File: config.mk
export PLATFORM = sky130hd
export DESIGN_NAME = uri_percent_unescape
export DESIGN_NICKNAME = d
export VERILOG_FILES = /design/src/rtl/core/upu_pkg.sv /design/src/rtl/core/upu_decode.sv /design/src/rtl/core/upu_result_fifo.sv /design/src/rtl/core/uri_percent_unescape.sv
export SDC_FILE = /design/constraint.sdc
export NUM_CORES = 1
export LEC_CHECK = 0
export BUFFER_PORTS_ARGS = -buffer_cell sky130_fd_sc_hd__buf_4
export CORE_MARGIN = 8
export CORE_UTILIZATION = 48
export DETAILED_ROUTE_END_ITERATION = 8
export PLACE_DENSITY = 0.68
export SLEW_MARGIN = 10
export SYNTH_ARGS = -nofsm -noshare
export SYNTH_HDL_FRONTEND = slang
export SYNTH_SLANG_ARGS = --single-unit
File: constraint.sdc
create_clock -name clk -period 6.8 [get_ports clk]
set_input_delay 1.02 -clock clk [delete_from_list [all_inputs] [get_ports clk]]
set_output_delay 1.02 -clock clk [all_outputs]
set_load 0.01 [all_outputs]
File: src/rtl/core/upu_pkg.sv
`default_nettype none

package upu_pkg;

	localparam logic [7:0] CHAR_PERCENT = 8'h25;
	localparam logic [7:0] CHAR_PLUS    = 8'h2B;
	localparam logic [7:0] CHAR_SPACE   = 8'h20;

	localparam int MAX_RESULTS = 3;

	localparam logic [1:0] PHASE_IDLE  = 2'd0;
	localparam logic [1:0] PHASE_PCT   = 2'd1;
	localparam logic [1:0] PHASE_DIGIT = 2'd2;

	typedef struct packed {
		logic [7:0] data;
		logic       last;
		logic       ovf;
	} result_t;

	typedef struct packed {
		result_t [MAX_RESULTS-1:0] res;
		logic [1:0]                num;
	} bundle_t;

	function automatic logic is_hex(input logic [7:0] c);
		is_hex = (c >= 8'h30 && c <= 8'h39) || (c >= 8'h41 && c <= 8'h46) ||
			(c >= 8'h61 && c <= 8'h66);
	endfunction

	function automatic logic [3:0] hex_val(input logic [7:0] c);
		logic [7:0] v;
		if (c <= 8'h39) begin
			v = c - 8'h30;
		end else if (c <= 8'h46) begin
			v = c - 8'h37;
		end else begin
			v = c - 8'h57;
		end
		hex_val = v[3:0];
	endfunction

endpackage

`default_nettype wire

File: src/rtl/core/upu_decode.sv
`default_nettype none

module upu_decode (
	input  wire logic            clk,
	input  wire logic            arst_n,
	input  wire logic            step,
	input  wire logic [7:0]      c,
	input  wire logic            last,
	input  wire logic [15:0]     cap,
	output upu_pkg::bundle_t     bundle
);
	import upu_pkg::*;

	logic [1:0]  phase_q;
	logic [7:0]  held_q;
	logic [15:0] count_q;
	logic        ovf_q;

	logic [7:0]  pend [MAX_RESULTS];
	logic [1:0]  np;
	logic [1:0]  nr;
	logic [1:0]  emitted;
	logic [1:0]  nxt_phase;
	logic [7:0]  nxt_held;
	logic        do_normal;
	logic        ovf_now;
	result_t [MAX_RESULTS-1:0] res;

	// settle pending escape, then decode the current byte
	always_comb begin
		np        = 2'd0;
		pend      = '{default: 8'h00};
		nxt_phase = PHASE_IDLE;
		nxt_held  = held_q;
		do_normal = 1'b1;
		priority if (ovf_q) begin
			do_normal = 1'b0;
		end else if (phase_q == PHASE_PCT) begin
			if (is_hex(c) && !last) begin
				nxt_held  = c;
				nxt_phase = PHASE_DIGIT;
				do_normal = 1'b0;
			end else begin
				pend[0] = CHAR_PERCENT;
				np      = 2'd1;
			end
		end else if (phase_q == PHASE_DIGIT) begin
			if (is_hex(c) && is_hex(held_q)) begin
				pend[0]   = {hex_val(held_q), hex_val(c)};
				np        = 2'd1;
				do_normal = 1'b0;
			end else begin
				pend[0] = CHAR_PERCENT;
				pend[1] = held_q;
				np      = 2'd2;
			end
		end else begin
			np = 2'd0;
		end

		if (do_normal) begin
			priority if (c == CHAR_PERCENT) begin
				if (last) begin
					pend[np] = CHAR_PERCENT;
					np       = np + 2'd1;
				end else begin
					nxt_phase = PHASE_PCT;
				end
			end else if (c == CHAR_PLUS) begin
				pend[np] = CHAR_SPACE;
				np       = np + 2'd1;
			end else begin
				pend[np] = c;
				np       = np + 2'd1;
			end
		end
	end

	// capacity check per pending byte; first one over capacity closes the string
	always_comb begin
		nr      = np;
		emitted = np;
		ovf_now = 1'b0;
		for (int k = 0; k < MAX_RESULTS; k++) begin
			res[k] = '{data: pend[k], last: 1'b0, ovf: 1'b0};
		end
		for (int k = 0; k < MAX_RESULTS; k++) begin
			if (!ovf_now && 2'(k) < np &&
				({1'b0, count_q} + 17'(k)) >= {1'b0, cap}) begin
				ovf_now = 1'b1;
				nr      = 2'(k + 1);
				emitted = 2'(k);
				res[k]  = '{data: 8'h00, last: 1'b1, ovf: 1'b1};
			end
		end
		if (last && !ovf_now && nr != 2'd0) begin
			res[nr - 2'd1].last = 1'b1;
		end
	end

	assign bundle.res = res;
	assign bundle.num = nr;

	always_ff @(posedge clk or negedge arst_n) begin
		if (!arst_n) begin
			phase_q <= PHASE_IDLE;
			held_q  <= 8'h00;
			count_q <= 16'h0000;
			ovf_q   <= 1'b0;
		end else if (step) begin
			if (last) begin
				phase_q <= PHASE_IDLE;
				held_q  <= 8'h00;
				count_q <= 16'h0000;
				ovf_q   <= 1'b0;
			end else if (!ovf_q) begin
				phase_q <= nxt_phase;
				held_q  <= nxt_held;
				count_q <= count_q + 16'(emitted);
				ovf_q   <= ovf_now;
			end
		end
	end

endmodule

`default_nettype wire

File: src/rtl/core/upu_result_fifo.sv
`default_nettype none

module upu_result_fifo (
	input  wire logic             clk,
	input  wire logic             arst_n,
	input  wire logic             wr_en,
	input  upu_pkg::bundle_t      wr_bundle,
	output logic                  space_ok,
	output logic                  out_valid,
	input  wire logic             out_ready,
	output upu_pkg::result_t      head
);
	import upu_pkg::*;

	localparam int DEPTH = 4;

	result_t    mem_q [DEPTH];
	logic [1:0] wr_ptr_q;
	logic [1:0] rd_ptr_q;
	logic [2:0] level_q;
	logic [1:0] wr_num;
	logic       pop;

	assign wr_num    = wr_en ? wr_bundle.num : 2'd0;
	assign out_valid = (level_q != 3'd0);
	assign pop       = out_valid && out_ready;
	// room for a full burst of results, judged from registered level only
	assign space_ok  = (level_q <= 3'd1);
	assign head      = mem_q[rd_ptr_q];

	always_ff @(posedge clk) begin
		for (int i = 0; i < MAX_RESULTS; i++) begin
			if (2'(i) < wr_num) begin
				mem_q[wr_ptr_q + 2'(i)] <= wr_bundle.res[i];
			end
		end
	end

	always_ff @(posedge clk or negedge arst_n) begin
		if (!arst_n) begin
			wr_ptr_q <= 2'd0;
			rd_ptr_q <= 2'd0;
			level_q  <= 3'd0;
		end else begin
			wr_ptr_q <= wr_ptr_q + wr_num;
			if (pop) begin
				rd_ptr_q <= rd_ptr_q + 2'd1;
			end
			level_q <= level_q + 3'(wr_num) - 3'(pop);
		end
	end

endmodule

`default_nettype wire

File: src/rtl/core/uri_percent_unescape.sv
// Channel  | Handshake             | Payload
// ---------+-----------------------+-------------------------------
// in       | in_valid / in_ready   | in_byte[7:0], in_last
// out      | out_valid / out_ready | out_byte[7:0], out_last, overflow
// cfg      | cfg_valid / cfg_ready | cfg_data[15:0] (output capacity)
//
// One encoded byte per cycle sustained while the result queue has room for a burst.
// A byte is registered, decoded against the escape and count state, and its
// zero to three results enter a four-entry result queue, drained one per cycle on out_ready.
// in_ready depends only on registered state: a new byte enters when the input
// register is empty or the queue holds at most one result, so a malformed escape
// stalls input while it drains.
// Async reset clears string state, queue and capacity (65535); cfg_ready is always high.
`default_nettype none

module uri_percent_unescape (
	input  wire logic        clk,
	input  wire logic        arst_n,
	input  wire logic        in_valid,
	output logic             in_ready,
	input  wire logic [7:0]  in_byte,
	input  wire logic        in_last,
	output logic             out_valid,
	input  wire logic        out_ready,
	output logic [7:0]       out_byte,
	output logic             out_last,
	output logic             overflow,
	input  wire logic        cfg_valid,
	output logic             cfg_ready,
	input  wire logic [15:0] cfg_data
);
	import upu_pkg::*;

	logic        valid_s1;
	logic [7:0]  byte_s1;
	logic        last_s1;
	logic [15:0] cap_q;
	logic        space_ok;
	logic        take_s1;
	bundle_t     bundle;
	result_t     head;

	assign cfg_ready = 1'b1;
	assign take_s1   = valid_s1 && space_ok;
	assign in_ready  = !valid_s1 || space_ok;

	always_ff @(posedge clk or negedge arst_n) begin
		if (!arst_n) begin
			cap_q <= 16'hFFFF;
		end else if (cfg_valid) begin
			cap_q <= cfg_data;
		end
	end

	always_ff @(posedge clk or negedge arst_n) begin
		if (!arst_n) begin
			valid_s1 <= 1'b0;
		end else if (in_ready) begin
			valid_s1 <= in_valid;
		end
	end

	always_ff @(posedge clk) begin
		if (in_ready && in_valid) begin
			byte_s1 <= in_byte;
			last_s1 <= in_last;
		end
	end

	upu_decode u_decode (
		.clk    (clk),
		.arst_n (arst_n),
		.step   (take_s1),
		.c      (byte_s1),
		.last   (last_s1),
		.cap    (cap_q),
		.bundle (bundle)
	);

	upu_result_fifo u_fifo (
		.clk       (clk),
		.arst_n    (arst_n),
		.wr_en     (take_s1),
		.wr_bundle (bundle),
		.space_ok  (space_ok),
		.out_valid (out_valid),
		.out_ready (out_ready),
		.head      (head)
	);

	assign out_byte = head.data;
	assign out_last = head.last;
	assign overflow = head.ovf;

endmodule

`default_nettype wire

# Word-level counts from Yosys, hierarchy flattened
# Memories as Yosys holds them, arrays and structs flattened.
# Index checks and enable logic that the tools add are counted.
# word_totals
reg_bits	60
ramBits	40
input_bits	30
out_inout_bits	13
word_cells	171
memories	1
# mem_list
memory	depth	width	read_ports	rd_ports_with_merged_regs	write_ports	line_no	text
u_fifo.mem_q	4	10	1	0	3	upu_result_fifo.sv:17	result_t mem_q [DEPTH];
# op_classes
add_sub_neg	17
order_cmp	26
eq_ne	5
muxes	68
n_bitwise	7
n_reduce_logical	36
# op_table
cell	count
24-bit two-way mux	4
8-bit two-way mux	9
16-bit two-way mux	4
2-bit two-way mux	21
17-bit by 16-bit >= comparator with 1-bit output	2
8-bit by 7-bit >= comparator with 1-bit output, second input constant	4
8-bit by 7-bit less-or-equal comparator with 1-bit output, second input constant	4
30-bit bitwise mux	1
10-bit two-way mux	3
30-bit two-way mux	1
24-bit bitwise mux	1
21-bit bitwise AND	1
21-bit inverter	1
10-bit demux with 2-bit select	1
1-bit logical AND	20
16-bit by 1-bit adder with 17-bit output, second input constant	1
16-bit by 2-bit adder with 17-bit output, second input constant	1
1-bit two-way mux	17
16-bit by 2-bit adder with 16-bit output	1
8-bit demux with 2-bit select	1
8-bit by 6-bit equality test with 1-bit output, second input constant	2
16-bit >= comparator	1
8-bit by 6-bit >= comparator with 1-bit output, second input constant	2
8-bit by 6-bit less-or-equal comparator with 1-bit output, second input constant	2
31 further kinds	54

# Logic depth before layout (Yosys ltp)
# depth
word_depth	31
ltp_mapped	22
depth_no_buf	22

# Modules after synthesis
# From an unflattened synthesis, not the netlist that was laid out.
# hier_totals
hier_cells	742
area_unflattened_um2	7855.0
# by_module_without_submodules
module	instances	cells_per_inst	area_per_inst_um2
upu_decode	1	499	3932.5
upu_result_fifo	1	193	2921.6
uri_percent_unescape	1	50	1001.0

# Worst setup path after synthesis
# No wires, ideal clock.
# synth_timing
kind	register to register
from	reg byte_s1[1]
to	reg u_decode.count_q[9]
setup_time_ps	78
arrival_ps	4838
slack_ps	1884
stages_incl_launch_ff	21
synth_period_minus_slack_ps	4916
cell_sequence	edfxtp_1 -> inv_1 -> ha_1 -> nor2_1 -> a211oi_1 -> o22ai_1 -> a211oi_1 -> a21oi_1 -> or3_1 -> ha_1 -> nand4_1 -> nand2_1 -> nand2_1 -> inv_1 -> ha_1 -> a21oi_1 -> or3b_2 -> nor2_1 -> nand3_1 -> or3_1 -> a21oi_1
# synth_via
elab_chain_cells	27
word_cells_on_any_way	46
cone_classes	add/sub (2); order compare (9); eq/ne (1); mux (20); reduce/logical (14)
# synth_rtl
item	line_no	text
start, declared	uri_percent_unescape.sv:35	logic [7:0] byte_s1;
start signal, assigned	uri_percent_unescape.sv:65	byte_s1 <= in_byte;
8-bit by 6-bit >= comparator with 1-bit output (tied with other cells)	upu_pkg.sv:27	is_hex = (c >= 8'h30 && c <= 8'h39) || (c >= 8'h41 && c <= 8'h46) ||
1-bit logical AND	upu_pkg.sv:27	
1-bit logical OR (2 in series)	upu_pkg.sv:27	
1-bit logical AND	upu_decode.sv:48	if (is_hex(c) && is_hex(held_q)) begin
2-bit two-way mux	upu_decode.sv:48	
2-bit two-way mux	upu_decode.sv:47	end else if (phase_q == PHASE_DIGIT) begin
2-bit two-way mux	upu_decode.sv:38	end else if (phase_q == PHASE_PCT) begin
2-bit two-way mux	upu_decode.sv:36	priority if (ovf_q) begin
(+8 left out)	-	
1-bit logical AND (2 in series)	upu_decode.sv:88	if (!ovf_now && 2'(k) < np &&
1-bit two-way mux	upu_decode.sv:88	
1-bit logical NOT	upu_decode.sv:88	
1-bit logical AND (2 in series)	upu_decode.sv:88	
2-bit two-way mux (*)	upu_decode.sv:88	
16-bit by 2-bit adder with 16-bit output (*)	upu_decode.sv:119	count_q <= count_q + 16'(emitted);
16-bit two-way mux (*)	upu_decode.sv:116	end else if (!ovf_q) begin
16-bit two-way mux (*)	upu_decode.sv:111	if (last) begin
end signal, assigned	upu_decode.sv:119	
end, declared	upu_decode.sv:16	logic [15:0] count_q;
# Mark *: on every way between the ends. The rest lies on a longest branch, timed or not. The select of a mux whose other input is x is not followed.
# A chain may end at the register's enable or synchronous reset.

# Worst setup path in the final report
# layout_timing
from	reg byte_s1[1]
to	reg u_decode.count_q[13]
# The elaborated chain is that of the path after synthesis.

==> impl_metrics.json <==
{
  "status": "complete, but fails checks",
  "violations": "design-rule violations",
  "critPathKind": "reg2reg",
  "crit_path_start_kind": "flip-flop",
  "synth_area_um2": 7480,
  "drv_cap": 0,
  "grt_max_degree": 52,
  "cts_resized": 0,
  "syn_nets": 869,
  "io_pins": 43,
  "detail_route.wl_per_cell_um": 19.5,
  "hold_path_class": "reg2reg",
  "ys_seq_elements": 100,
  "fmax_mhz": 176,
  "cts_tree": "done",
  "clockBufferDepth": 2,
  "setup_tns_ns": 0,
  "final_common_cell": "nand2_1",
  "drive_gt1_frac": 0.133,
  "worst_pin_slew_ns": 1.15,
  "grt_pass1_wl_mm": 31.8,
  "vias": 6317,
  "die_h_um": 141,
  "dr.max_layer_used": "met4",
  "cp_max_fo": 9,
  "power_density_nw_per_um2": 256,
  "area_growth_pct": 9.26,
  "setup_viol": 0,
  "yosys.area.top_type": "edfxtp_1",
  "finalWirelength_mm": 19.1,
  "synth_top_area_frac": 0.197,
  "postSynth.asyncResetShare": 0.510,
  "layout_common_cells": "nand2_1 (67), ha_1 (66), a21oi_1 (58), edfxtp_1 (49), nor2_1 (47)",
  "clock-sinks": 100,
  "antenna_found_initial": 0,
  "p_leak_nw": 3.44,
  "insertion_delay_ns": 0.36,
  "dr_wl_met3_mm": 1.32,
  "synth_warnings": 0,
  "fin_nets": 883,
  "period_minus_slack_ns": 5.68,
  "synth_cells": 771,
  "synth_edf_count": 49,
  "synth_cell_types": 74,
  "synth_seq_area_share": 0.370,
  "slew_headroom": 0.233,
  "fin_skew_ns": 0.0134,
  "viasPerCell": 6.46,
  "ant_nets": 0,
  "post-dp-hpwl_mm": 14.6,
  "ir_worst_vdd_uv": 132,
  "io_buffers": 41,
  "drc_errors": 9,
  "cts_made_buffers": 9,
  "post-route-util": 0.537,
  "hold_violations": 0,
  "arrival_ns": 5.96,
  "finalMaxSlewViolations": 0,
  "grt_pass1_vias": 6219,
  "avgSynthCellArea_um2": 9.70,
  "synth_area_leaders": "edfxtp_1 (20%), dfrtp_1 (12%), ha_1 (11%)",
  "end_kind": "flip-flop",
  "htreeDepth": 3,
  "r2r-start": "byte_s1[1]",
  "synthFlopType": "edfxtp_1",
  "period_share": 0.835,
  "path_clk_slew_ns": 0.08,
  "grt_use_total": 0.198,
  "die_x_um": 141,
  "rsz0062_at_grt": "false",
  "hp-start": "u_decode.phase_q[1]",
  "initial_utilization": 0.492,
  "diodes": 0,
  "drt-pass1-iter-count": 9,
  "core-area_um2": 15200,
  "die_area_um2": 19800,
  "overflow": 0,
  "stdcell_count": 978,
  "crit_path_start": "byte_s1[1]",
  "wl_met2_mm": 8.77,
  "rows": 45,
  "drt_iter0_drc": 867,
  "fillCellCount": 1374,
  "dp_cells": 962,
  "wl_met1_mm": 8.52,
  "root_buffer": "clkbuf_16",
  "cts_setup_buffers": 0,
  "cp.required_ns": 7.08,
  "hold_buffers": 0,
  "gp_congestion": 0.935
}
registers in the layout, indices dropped and copies added (netlist names):
name              cells
u_decode.held_q       8
u_decode.count_q     16
valid_s1              1
last_s1               1
u_decode.phase_q      2
u_fifo.level_q        3
u_fifo.wr_ptr_q       2
u_fifo.rd_ptr_q       2
byte_s1               8
u_decode.ovf_q        1
cap_q                16
u_fifo.mem_q         40
cell families (layout without fill, tap and decap cells):
| group | count (synthesis) | count (layout) | synth area share |
|---|---|---|---|
| simple gates | 220 | 220 | 0.146 |
| xor+xnor | 49 | 49 | 0.0574 |
| mux | 11 | 11 | 0.0316 |
| fa+ha+maj | 68 | 68 | 0.116 |
| compound gates | 238 | 238 | 0.232 |
| buf+inv | 84 | 103 | 0.0459 |
| other cells | 1 | 1 | 0.000502 |
| flops | 100 | 100 | 0.370 |
metrics by stage:
stage / hold WS (ns) / instance area [µm²] / total power [mW] / setup slack, ns
floorplan: 0.477 / 7480 / 1.33 / 1.88
finish: 0.551 / 8170 / 2.09 / 1.12
detailed placement: 0.531 / 7860 / 1.57 / 1.19
global route: 0.605 / 8170 / 2.23 / 0.483
CTS: 0.549 / 8170 / 2.11 / 1.15
global placement: 0.520 / 7860 / 1.55 / 1.43
critical path, cell delays in order, from the launching register on:
cell and delay (ns):
edfxtp_1 0.51, inv_1 0.18, ha_1 0.20, nor2_1 0.06, a211oi_1 0.27, o22ai_1 0.20, a211oi_1 0.64, a21oi_1 0.14
or3_1 0.41, ha_1 0.35, nand4_1 0.36, nand2_1 0.35, nand2_1 0.14, inv_1 0.11, ha_1 0.14, a21oi_1 0.04
or3b_2 0.49, nor2_1 0.18, nand3_1 0.26, or3_1 0.40, a21oi_1 0.15
worst paths after layout:
kind | depth (start not counted) | slack (ns) | to
setup / recovery | 20 | 1.12 | u_decode.count_q[13]
hold / removal | 1 | 0.55 | u_decode.phase_q[1]
setup reg to reg | 20 | 1.12 | u_decode.count_q[13]
hold reg to reg | 1 | 0.55 | u_decode.phase_q[1]
max in group asynchronous | 1 | 5.66 | u_fifo.level_q[0]
min in group asynchronous | 1 | 0.70 | u_decode.count_q[8]
cell type report:
class,count,area (µm²),area share
multi-input cells,587,4370,0.534
clock buffers,9,225,0.0276
repair buffers,44,330,0.0404
inverters,43,161,0.0198
flip-flops and latches,100,2770,0.339
clock inverters,7,82.6,0.0101
well taps,188,235,0.0288
power by group:
| group | internal, mW | leakage (nW) | switching, mW |
|---|---|---|---|
| registers | 0.760 | 1.08 | 0.123 |
| clock network | 0.292 | 0.150 | 0.246 |
| logic | 0.303 | 2.21 | 0.371 |
| total | 1.35 | 3.44 | 0.740 |
Yosys cell counts, drive strengths merged (3+ instances only):
| master | count |
|---|---|
| nand4 | 13 |
| o2111ai | 3 |
| o21a | 3 |
| a221o | 7 |
| nor2 | 47 |
| edfxtp | 49 |
| clkbuf | 27 |
| or2 | 3 |
| a311oi | 3 |
| dfrtp | 35 |
| and4 | 4 |
| o22ai | 8 |
| nand2b | 6 |
| o211ai | 7 |
| nor3 | 14 |
| a211oi | 17 |
| nand3 | 35 |
| a221oi | 8 |
| a21boi | 3 |
| xor2 | 21 |
| o21ai | 35 |
| nand2 | 67 |
| o221ai | 9 |
| xnor2 | 28 |
| a222oi | 14 |
| or3 | 5 |
| a211o | 4 |
| a22oi | 4 |
| inv | 43 |
| and2 | 4 |
| a22o | 7 |
| a21o | 18 |
| buf | 14 |
| dfstp | 16 |
| and3 | 6 |
| a31oi | 8 |
| a21oi | 61 |
| ha | 66 |
| mux4 | 10 |
| a32o | 6 |
| nor2b | 4 |
per-layer routing:
layer / GRT usage / vias to the layer above
met3: 0.0321 / 43
met5: 0 / -
met1: 0.264 / 3025
met4: 0.0798 / 0
li1: - / 2961
met2: 0.314 / 288
(Power assumes the default switching activity.)
